==> config.mk <==
export PLATFORM = sky130hd
export DESIGN_NAME = satq_datapath
export DESIGN_NICKNAME = d
export VERILOG_FILES = /design/src/rtl/satq_pkg.sv /design/src/rtl/satq_div.sv /design/src/rtl/satq_datapath.sv
export SDC_FILE = /design/constraint.sdc
export NUM_CORES = 2
export LEC_CHECK = 0
export BUFFER_PORTS_ARGS = -buffer_cell sky130_fd_sc_hd__buf_2
export CELL_PAD_IN_SITES_DETAIL_PLACEMENT = 1
export CELL_PAD_IN_SITES_GLOBAL_PLACEMENT = 1
export CORE_AREA = 8 8 723 725
export CTS_CLUSTER_DIAMETER = 80
export DETAILED_ROUTE_END_ITERATION = 10
export DIE_AREA = 0 0 731 733
export PLACE_DENSITY = 0.49
export SYNTH_ARGS = -nofsm -noshare
export SYNTH_HDL_FRONTEND = slang
export SYNTH_HIERARCHICAL = 1
export SYNTH_SLANG_ARGS = --single-unit
export TNS_END_PERCENT = 1
==> constraint.sdc <==
create_clock -name i_clk -period 33.6 [get_ports i_clk]
set_input_delay 10.08 -clock i_clk [delete_from_list [all_inputs] [get_ports i_clk]]
set_output_delay 10.08 -clock i_clk [all_outputs]
set_load 0.05 [all_outputs]
==> src/rtl/satq_pkg.sv <==
// shared types, codes and helpers of the sorted alarm timer queue
package satq_pkg;

    localparam int NUM_ALARMS_DEF = 16;
    localparam int MAX_RESULTS    = 16;
    localparam int TW             = 63;   // time width
    localparam int PW             = 32;   // period width
    localparam int HW             = 8;    // handler tag width
    localparam int IN_DATA_W      = 176;
    localparam int OUT_DATA_W     = 80;

    localparam logic [2:0] REQ_REL      = 3'd0;
    localparam logic [2:0] REQ_ABS      = 3'd1;
    localparam logic [2:0] REQ_PERIODIC = 3'd2;
    localparam logic [2:0] REQ_CANCEL   = 3'd3;
    localparam logic [2:0] REQ_FIRE     = 3'd4;

    typedef enum logic [3:0] {
        ST_IDLE,
        ST_RM_RD,
        ST_RM_POS,
        ST_RM_SCAN,
        ST_CALC,
        ST_PER_WAIT,
        ST_COUNT,
        ST_SHIFT,
        ST_WRITE,
        ST_F_CHK,
        ST_F_HEAD,
        ST_F_RD,
        ST_F_EVAL,
        ST_F_END
    } t_state;

    typedef enum logic [1:0] {
        FL_SET,
        FL_CANCEL,
        FL_FIRE
    } t_flow;

    typedef enum logic [2:0] {
        SCAN_NONE,
        SCAN_REMOVE,
        SCAN_COUNT,
        SCAN_SHIFT,
        SCAN_HEAD
    } t_scan;

    typedef struct packed {
        logic  load_req;
        logic  rd_slot;
        logic  ld_pos;
        logic  ld_ent;
        logic  scan_start;
        logic  clr_p;
        t_scan scan_mode;
        logic  clr_armed;
        logic  set_armed;
        logic  per_start;
        logic  wr_slot;
        logic  fire_init;
        logic  take_head;
        logic  capture;
        logic  push;
        logic  push_last;
    } t_cmd;

    typedef struct packed {
        logic in_set;
        logic in_cancel;
        logic in_fire;
        logic id_ok;
        logic id_armed;
        logic req_periodic;
        logic ent_periodic;
        logic scan_done;
        logic head_found;
        logic head_due;
        logic per_busy;
        logic nout_full;
        logic out_free;
        logic pend_vld;
    } t_sts;

    function automatic logic [TW-1:0] sat63(input logic [TW:0] v);
        return v[TW] ? {TW{1'b1}} : v[TW-1:0];
    endfunction

endpackage

==> src/rtl/satq_div.sv <==
// bit-serial remainder unit, 63-bit dividend by 32-bit divisor
module satq_div (
    input  logic                     i_clk,
    input  logic                     i_rst_n,
    input  logic                     i_start,
    input  logic [satq_pkg::TW-1:0]  i_dividend,
    input  logic [satq_pkg::PW-1:0]  i_divisor,
    output logic                     o_busy,
    output logic                     o_done,
    output logic [satq_pkg::PW-1:0]  o_rem
);

    localparam int TW = satq_pkg::TW;
    localparam int PW = satq_pkg::PW;
    localparam int CNW = $clog2(TW);

    logic           r_busy;
    logic           r_done;
    logic [CNW-1:0] r_cnt;
    logic [TW-1:0]  r_num;
    logic [PW-1:0]  r_div;
    logic [PW-1:0]  r_rem;
    logic [PW:0]    trial;

    assign trial = {r_rem, r_num[TW-1]};

    always_ff @(posedge i_clk) begin
        if (!i_rst_n) begin
            r_busy <= 1'b0;
            r_done <= 1'b0;
            r_cnt  <= '0;
        end else begin
            r_done <= 1'b0;
            if (i_start) begin
                r_busy <= 1'b1;
                r_cnt  <= '0;
                r_num  <= i_dividend;
                r_div  <= i_divisor;
                r_rem  <= '0;
            end else if (r_busy) begin
                if (trial >= {1'b0, r_div}) begin
                    r_rem <= PW'(trial - {1'b0, r_div});
                end else begin
                    r_rem <= trial[PW-1:0];
                end
                r_num <= {r_num[TW-2:0], 1'b0};
                r_cnt <= r_cnt + 1'b1;
                if (r_cnt == CNW'(TW - 1)) begin
                    r_busy <= 1'b0;
                    r_done <= 1'b1;
                end
            end
        end
    end

    assign o_busy = r_busy;
    assign o_done = r_done;
    assign o_rem  = r_rem;

endmodule

==> src/rtl/satq_datapath.sv <==
// slot memories, scan engine, pending result and output register
module satq_datapath #(
    parameter int NUM_ALARMS = satq_pkg::NUM_ALARMS_DEF
) (
    input  logic                            i_clk,
    input  logic                            i_rst_n,
    input  satq_pkg::t_cmd                  i_cmd,
    output satq_pkg::t_sts                  o_sts,
    input  logic [satq_pkg::IN_DATA_W-1:0]  i_s_tdata,
    input  logic [2:0]                      i_s_tuser,
    input  logic                            i_m_tready,
    output logic                            o_m_tvalid,
    output logic [satq_pkg::OUT_DATA_W-1:0] o_m_tdata,
    output logic                            o_m_tlast
);

    localparam int TW = satq_pkg::TW;
    localparam int PW = satq_pkg::PW;
    localparam int HW = satq_pkg::HW;
    localparam int SW = $clog2(NUM_ALARMS);
    localparam int CW = SW + 1;
    localparam int MAX_RES = (NUM_ALARMS < satq_pkg::MAX_RESULTS) ?
                             NUM_ALARMS : satq_pkg::MAX_RESULTS;
    localparam int NW = $clog2(MAX_RES + 1);

    // input word fields
    logic [2:0]    in_type;
    logic [3:0]    in_id;
    logic [TW-1:0] in_tv;
    logic [PW-1:0] in_pv;
    logic [HW-1:0] in_hc;
    logic [TW-1:0] in_now;
    logic [SW-1:0] in_slot;

    assign in_type = i_s_tuser;
    assign in_id   = i_s_tdata[3:0];
    assign in_tv   = i_s_tdata[66:4];
    assign in_pv   = i_s_tdata[98:67];
    assign in_hc   = i_s_tdata[106:99];
    assign in_now  = i_s_tdata[169:107];
    assign in_slot = SW'(in_id);

    // slot memories
    logic [TW-1:0] mem_fire  [NUM_ALARMS];
    logic [PW-1:0] mem_per   [NUM_ALARMS];
    logic [TW-1:0] mem_start [NUM_ALARMS];
    logic [HW-1:0] mem_hnd   [NUM_ALARMS];
    logic [SW-1:0] mem_qpos  [NUM_ALARMS];

    logic [NUM_ALARMS-1:0] r_armed;
    logic [NUM_ALARMS-1:0] r_done;

    logic [2:0]    r_type;
    logic [TW-1:0] r_now;
    logic [SW-1:0] r_slot;
    logic [TW-1:0] r_f;
    logic [SW-1:0] r_p;
    logic [PW-1:0] r_ent_period;
    logic [TW-1:0] r_ent_start;
    logic [HW-1:0] r_ent_handler;

    logic [CW-1:0] r_cnt;
    logic          r_rd_vld;
    logic [SW-1:0] r_rd_idx;
    logic [TW-1:0] r_rd_fire;
    logic [PW-1:0] r_rd_per;
    logic [TW-1:0] r_rd_start;
    logic [HW-1:0] r_rd_hnd;
    logic [SW-1:0] r_rd_qpos;

    logic          r_hfound;
    logic [SW-1:0] r_head;
    logic [NW-1:0] r_nout;

    logic          r_pend_vld;
    logic [3:0]    r_pend_id;
    logic [HW-1:0] r_pend_hnd;
    logic [TW-1:0] r_pend_due;

    logic          r_out_vld;
    logic          r_out_last;
    logic [3:0]    r_out_id;
    logic [HW-1:0] r_out_hnd;
    logic [TW-1:0] r_out_due;

    logic          div_busy;
    logic          div_done;
    logic [PW-1:0] div_rem;
    logic          div_start;

    logic          scanning;
    logic          rd_en;
    logic [SW-1:0] rd_addr;
    logic          hit;
    logic          qp_we;
    logic [SW-1:0] qp_wa;
    logic [SW-1:0] qp_wd;
    logic          out_free;

    assign scanning = (i_cmd.scan_mode != satq_pkg::SCAN_NONE) &&
                      (r_cnt < CW'(NUM_ALARMS));
    assign rd_en    = i_cmd.rd_slot || scanning;
    assign rd_addr  = i_cmd.rd_slot ? r_slot : r_cnt[SW-1:0];
    // armed entry other than the slot being moved
    assign hit      = r_rd_vld && r_armed[r_rd_idx] && (r_rd_idx != r_slot);
    assign out_free = !r_out_vld || i_m_tready;

    assign div_start = i_cmd.per_start && (r_ent_period != '0) &&
                       !(r_ent_start > r_now);

    always_comb begin
        qp_we = 1'b0;
        qp_wa = r_rd_idx;
        qp_wd = r_rd_qpos;
        if (i_cmd.wr_slot) begin
            qp_we = 1'b1;
            qp_wa = r_slot;
            qp_wd = r_p;
        end else if (i_cmd.scan_mode == satq_pkg::SCAN_REMOVE) begin
            qp_we = hit && (r_rd_qpos > r_p);
            qp_wd = r_rd_qpos - 1'b1;
        end else if (i_cmd.scan_mode == satq_pkg::SCAN_SHIFT) begin
            qp_we = hit && (r_rd_qpos >= r_p);
            qp_wd = r_rd_qpos + 1'b1;
        end
    end

    // memory write and registered read
    always_ff @(posedge i_clk) begin
        if (i_cmd.wr_slot) begin
            mem_fire[r_slot]  <= r_f;
            mem_per[r_slot]   <= r_ent_period;
            mem_start[r_slot] <= r_ent_start;
            mem_hnd[r_slot]   <= r_ent_handler;
        end
        if (qp_we) begin
            mem_qpos[qp_wa] <= qp_wd;
        end
        if (rd_en) begin
            r_rd_fire  <= mem_fire[rd_addr];
            r_rd_per   <= mem_per[rd_addr];
            r_rd_start <= mem_start[rd_addr];
            r_rd_hnd   <= mem_hnd[rd_addr];
            r_rd_qpos  <= mem_qpos[rd_addr];
        end
        r_rd_idx <= rd_addr;
    end

    satq_div u_div (
        .i_clk      (i_clk),
        .i_rst_n    (i_rst_n),
        .i_start    (div_start),
        .i_dividend (r_now - r_ent_start),
        .i_divisor  (r_ent_period),
        .o_busy     (div_busy),
        .o_done     (div_done),
        .o_rem      (div_rem)
    );

    // control state
    always_ff @(posedge i_clk) begin
        if (!i_rst_n) begin
            r_armed    <= '0;
            r_done     <= '0;
            r_cnt      <= CW'(NUM_ALARMS);
            r_rd_vld   <= 1'b0;
            r_hfound   <= 1'b0;
            r_nout     <= '0;
            r_pend_vld <= 1'b0;
            r_out_vld  <= 1'b0;
        end else begin
            r_rd_vld <= scanning;
            if (i_cmd.scan_start) begin
                r_cnt    <= '0;
                r_hfound <= 1'b0;
            end else if (scanning) begin
                r_cnt <= r_cnt + 1'b1;
            end
            if ((i_cmd.scan_mode == satq_pkg::SCAN_HEAD) && r_rd_vld &&
                r_armed[r_rd_idx] && (r_rd_qpos == '0)) begin
                r_hfound <= 1'b1;
            end
            if (i_cmd.clr_armed) begin
                r_armed[r_slot] <= 1'b0;
            end
            if (i_cmd.set_armed) begin
                r_armed[r_slot] <= 1'b1;
            end
            if (i_cmd.fire_init) begin
                r_done     <= '0;
                r_nout     <= '0;
                r_pend_vld <= 1'b0;
            end
            if (i_cmd.push) begin
                r_pend_vld <= 1'b0;
            end
            if (i_cmd.capture) begin
                r_done[r_slot] <= 1'b1;
                r_nout         <= r_nout + 1'b1;
                r_pend_vld     <= 1'b1;
            end
            if (i_cmd.push) begin
                r_out_vld <= 1'b1;
            end else if (i_m_tready) begin
                r_out_vld <= 1'b0;
            end
        end
    end

    // working registers
    always_ff @(posedge i_clk) begin
        if (i_cmd.load_req) begin
            r_type        <= in_type;
            r_now         <= in_now;
            r_slot        <= in_slot;
            r_ent_handler <= in_hc;
            r_ent_start   <= in_tv;
            r_ent_period  <= (in_type == satq_pkg::REQ_PERIODIC) ? in_pv : '0;
            case (in_type)
                satq_pkg::REQ_REL: r_f <= satq_pkg::sat63({1'b0, in_now} + {1'b0, in_tv});
                satq_pkg::REQ_ABS: r_f <= in_tv;
                default:           r_f <= in_tv;
            endcase
        end
        if (i_cmd.take_head) begin
            r_slot <= r_head;
        end
        if (i_cmd.ld_ent) begin
            r_ent_period  <= r_rd_per;
            r_ent_start   <= r_rd_start;
            r_ent_handler <= r_rd_hnd;
        end
        // next periodic fire time
        if (i_cmd.per_start) begin
            if (r_ent_period == '0) begin
                r_f <= '0;
            end else if (r_ent_start > r_now) begin
                r_f <= r_ent_start;
            end
        end
        if (div_done) begin
            r_f <= satq_pkg::sat63({1'b0, r_now} - {32'd0, div_rem} +
                                   {32'd0, r_ent_period});
        end
        if (i_cmd.clr_p) begin
            r_p <= '0;
        end else if (i_cmd.ld_pos) begin
            r_p <= r_rd_qpos;
        end else if ((i_cmd.scan_mode == satq_pkg::SCAN_COUNT) && hit &&
                     (r_rd_fire <= r_f)) begin
            r_p <= r_p + 1'b1;
        end
        if ((i_cmd.scan_mode == satq_pkg::SCAN_HEAD) && r_rd_vld &&
            r_armed[r_rd_idx] && (r_rd_qpos == '0)) begin
            r_head <= r_rd_idx;
        end
        if (i_cmd.capture) begin
            r_pend_id  <= 4'(r_slot);
            r_pend_hnd <= r_rd_hnd;
            r_pend_due <= r_rd_fire;
        end
        if (i_cmd.push) begin
            r_out_id   <= r_pend_id;
            r_out_hnd  <= r_pend_hnd;
            r_out_due  <= r_pend_due;
            r_out_last <= i_cmd.push_last;
        end
    end

    always_comb begin
        o_sts.in_set       = (in_type <= satq_pkg::REQ_PERIODIC);
        o_sts.in_cancel    = (in_type == satq_pkg::REQ_CANCEL);
        o_sts.in_fire      = (in_type == satq_pkg::REQ_FIRE);
        o_sts.id_ok        = (7'(in_id) < 7'(NUM_ALARMS));
        o_sts.id_armed     = (7'(in_id) < 7'(NUM_ALARMS)) && r_armed[in_slot];
        o_sts.req_periodic = (r_type == satq_pkg::REQ_PERIODIC);
        o_sts.ent_periodic = (r_ent_period != '0);
        o_sts.scan_done    = (r_cnt == CW'(NUM_ALARMS)) && !r_rd_vld;
        o_sts.head_found   = r_hfound;
        o_sts.head_due     = (r_rd_fire <= r_now) && !r_done[r_slot];
        o_sts.per_busy     = div_busy || div_done;
        o_sts.nout_full    = (r_nout == NW'(MAX_RES));
        o_sts.out_free     = out_free;
        o_sts.pend_vld     = r_pend_vld;
    end

    assign o_m_tvalid = r_out_vld;
    assign o_m_tdata  = {5'd0, r_out_due, r_out_hnd, r_out_id};
    assign o_m_tlast  = r_out_last;

endmodule

==> impl_metrics.toml <==
[timing]
setup_tns_ns = 0
period_share_pct = 64.4
setup_slack_ns = 11.97
finalMaxSlewViolations = 0
hold_violations = 0
fin_skew_ns = 0.0546
setup_viol_count_final = 0
max_freq_mhz = 46.2
max_slew_margin_pct = 25.4
rsz0062_at_grt = "no"
tightest_slew_ns = 1.11
min_period_ns = 21.63

[placed_design]
placed_area_sq_um = 162000
place_congestion = 0.917
dpl.hpwl_um = 350000
io_buffers = 283
place_ws_ns = 11.98

[floorplan]
dieArea_sq_um = 536000
start_util_pct = 29.9
dieHeight_um = 733
pin_count = 296
die_width_um = 731
coreArea_sq_um = 511000
row_count = 263

[power]
irDropWorstVdd_mv = 0.0433
power_w = 0.0111
combPwrFrac_pct = 13.0
p_switching_w = 0.00307
intPower_w = 0.00800
sequentialPowerShare_pct = 47.9
swShare_pct = 27.7
power_frac_clock_pct = 39.1
p_per_area_nw_per_um2 = 63.3
p_leak_nw = 62.1

[global_route]
gr-total-overflow = 0
grt_first_pass_wirelength_um = 797000
antenna_found_initial = 86
grt_pass1_vias = 108000
grtUsageTotal_pct = 20.3
grt_max_degree = 192

[clock_tree]
postCtsSetupBuffers = 0
clock_sinks = 3470
clockBufferDepth = 4
clkSlewWorstSetupHoldPaths_ns = 0.06
insertion_delay_ns = 1.03
cts_tree = "done"
root_buffer = "clkbuf_16"
ctsResizeCount = 0
htreeDepth = 5
ctsHoldBuffers = 0
numCtsBuffers = 400

[flow_run]
maxCapViolCount = 0

[synth]
synth_area_sq_um = 153000
synth_top_family_by_area = "simple AND/OR/NAND/NOR gates"
synthFlopType = "edfxtp_1"
avgSynthCellArea_sq_um = 12.3
yosys_warnings = 6
postSynthCellCount = 12400
yosys.cell_types.count = 119
yosysSeqAreaShare_pct = 67.5
synth_xor_area_share_pct = 1.23
synth.area.mux_share_pct = 1.38
synth-simple-area-share_pct = 15.1
yosys_register_bits = 3470
synthAdderAreaFrac_pct = 3.43
synth_edf_count = 3345
async_reset_ff_share_pct = 0
synth-compound-area-share_pct = 8.36

[route]
wl_per_cell_um = 28.5
initialDrtViolationCount = 7618
viasPerCell = 5.27
routed_wl_um = 562000
vias = 104000
drc = 0
first_pass_iters = 7
ant_nets = 0

[critical_path]
critPathArrivalTime_ns = 11.55
start_kind = "primary input"
crit_chain = "buf_2 > mux4_2 > mux4_2 > buf_2"
end_kind = "output pin"
critPathMaxFanout = 5
critPathSlowestCell = "mux4_2"
critical_path_buf_inv_count = 2
cpPeakStageDelay_ns = 0.56
rrSetupSlack_ns = 26.57
critical_path_class = "primary input to output pin"
critPathTopFamily = "multiplexers"
required_ns = 23.52

[worst_hold_path]
hp-class = "flip-flop to flip-flop"

[final_layout]
nets = 13200
final_util_pct = 34.2
drive_gt1_share_pct = 10.6
fin_area_sq_um = 175000
syn2layout_area_growth_pct = 14.6

[run_status]
outcome = "complete, no violations"
[flip-flops by register name (all words and copies together), names as in the netlist, 63 cells and up]
name         flops
r_rd_fire       63
mem_start     1008
u_div/r_num     63
mem_hnd        128
r_out_due       63
r_now           63
r_f             63
r_rd_start      63
mem_per        512
mem_fire      1008
r_ent_start     63
mem_qpos        64
r_pend_due      63
[metal layers]
metal	track usage [%]	vias to the layer above	share of wire, %
met4	7.00	26	3.7
li1	-	46400	-
met2	33.4	2401	47
met3	2.66	746	4.6
met5	0	-	0.029
met1	27.4	54400	45
[synthesized netlist by cell type, types with 15 or more instances]
cell,count,area [sq um]
and3_1,195,1220
buf_2,34,170
clkbuf_1,653,2450
mux2i_1,21,210
nor2b_1,80,500
o21a_1,39,293
nor4_1,29,181
nand2_1,2976,11200
dfxtp_1,125,2500
o21ai_0,166,831
buf_1,38,143
a311oi_1,348,3050
inv_1,385,1450
a31oi_1,198,1240
xnor2_1,125,1090
buf_6,16,180
buf_4,16,120
o21bai_1,29,218
ha_1,362,4530
o221ai_1,51,447
edfxtp_1,3345,100000
nand4_1,85,532
mux4_2,15,338
xor2_1,90,788
and2_1,21,131
mux2_2,138,1550
a22o_1,34,298
a221oi_1,70,613
or3_1,18,113
a211oi_1,33,248
nand2b_1,36,225
nor2_1,239,897
a21o_1,164,1230
a21oi_1,326,1630
nand3_1,1430,7160
a22oi_1,72,541
fa_1,35,701
o211ai_1,34,255
nor3_1,67,335
[cell usage in the layout (no fill, tap or decap), types with 125 or more instances in the layout]
master     count
a311oi_1     348
nand2_1     2976
clkbuf_16    407
buf_4        251
inv_1        382
mux2_2       138
nor2_1       239
a21oi_1      325
o21ai_0      165
buf_2        279
ha_1         362
a31oi_1      198
edfxtp_1    3345
and3_1       195
xnor2_1      125
nand3_1     1430
a21o_1       164
[worst paths after layout]
path                  from             to  cells past startpoint
max           i_s_tdata[0]       o_sts[9]                      4
min          r_pend_due[0]   r_out_due[0]                      0
max reg2reg      r_slot[1]  r_rd_fire[48]                     13
min reg2reg  r_pend_due[0]   r_out_due[0]                      0
[through the flow]
stage               hold slack [ns]  std cells
floorplan                     0.400      12400
global placement              0.403      19000
finish                        0.420      19700
detailed placement            0.406      19000
CTS                           0.421      19700
global route                  0.427      19700
[worst register-to-register path: stages (launching register included)]
cell and delay (ns):
edfxtp_1 0.78, nand2_1 0.25, o21a_4 0.49, buf_4 0.51, buf_4 0.70, buf_4 0.80, buf_4 0.68, buf_12 0.52
buf_4 0.99, nand2_1 0.10, and3_1 0.19, a311oi_1 0.26, a311oi_1 0.11, a31oi_1 0.39
[kinds of logic (layout without fill, tap and decap cells)]
group	Yosys count	in the layout
flops	3470	3470
buf+inv	1157	1674
compound gates	1757	1757
simple gates	5241	5241
fa+ha+maj	397	397
other cells	2	44
mux	174	174
xor+xnor	215	215
[area by class of cell]
cell class              count  area, sq um
repair buffers            555         3760
inverters                 387         1480
flip-flops and latches   3470       103000
clock buffers             502        10600
well taps                6757         8450
clock inverters           230         2280
multi-input cells        7790        45200
diodes                     38         95.1
fillers                 54400       336000
[power by group through the flow]
stage | combinational [W] | clock (W) | sequential (W)
final | 0.00144 | 0.00433 | 0.00530
after global routing | 0.00158 | 0.00459 | 0.00532
after CTS | 0.00145 | 0.00445 | 0.00530
after detailed placement | 0.00144 | 0 | 0.00539
after global placement | 0.00142 | 0 | 0.00537
after floorplan | 0.000887 | 0 | 0.00530
No activity file was read; power rests on OpenSTA's default activity.
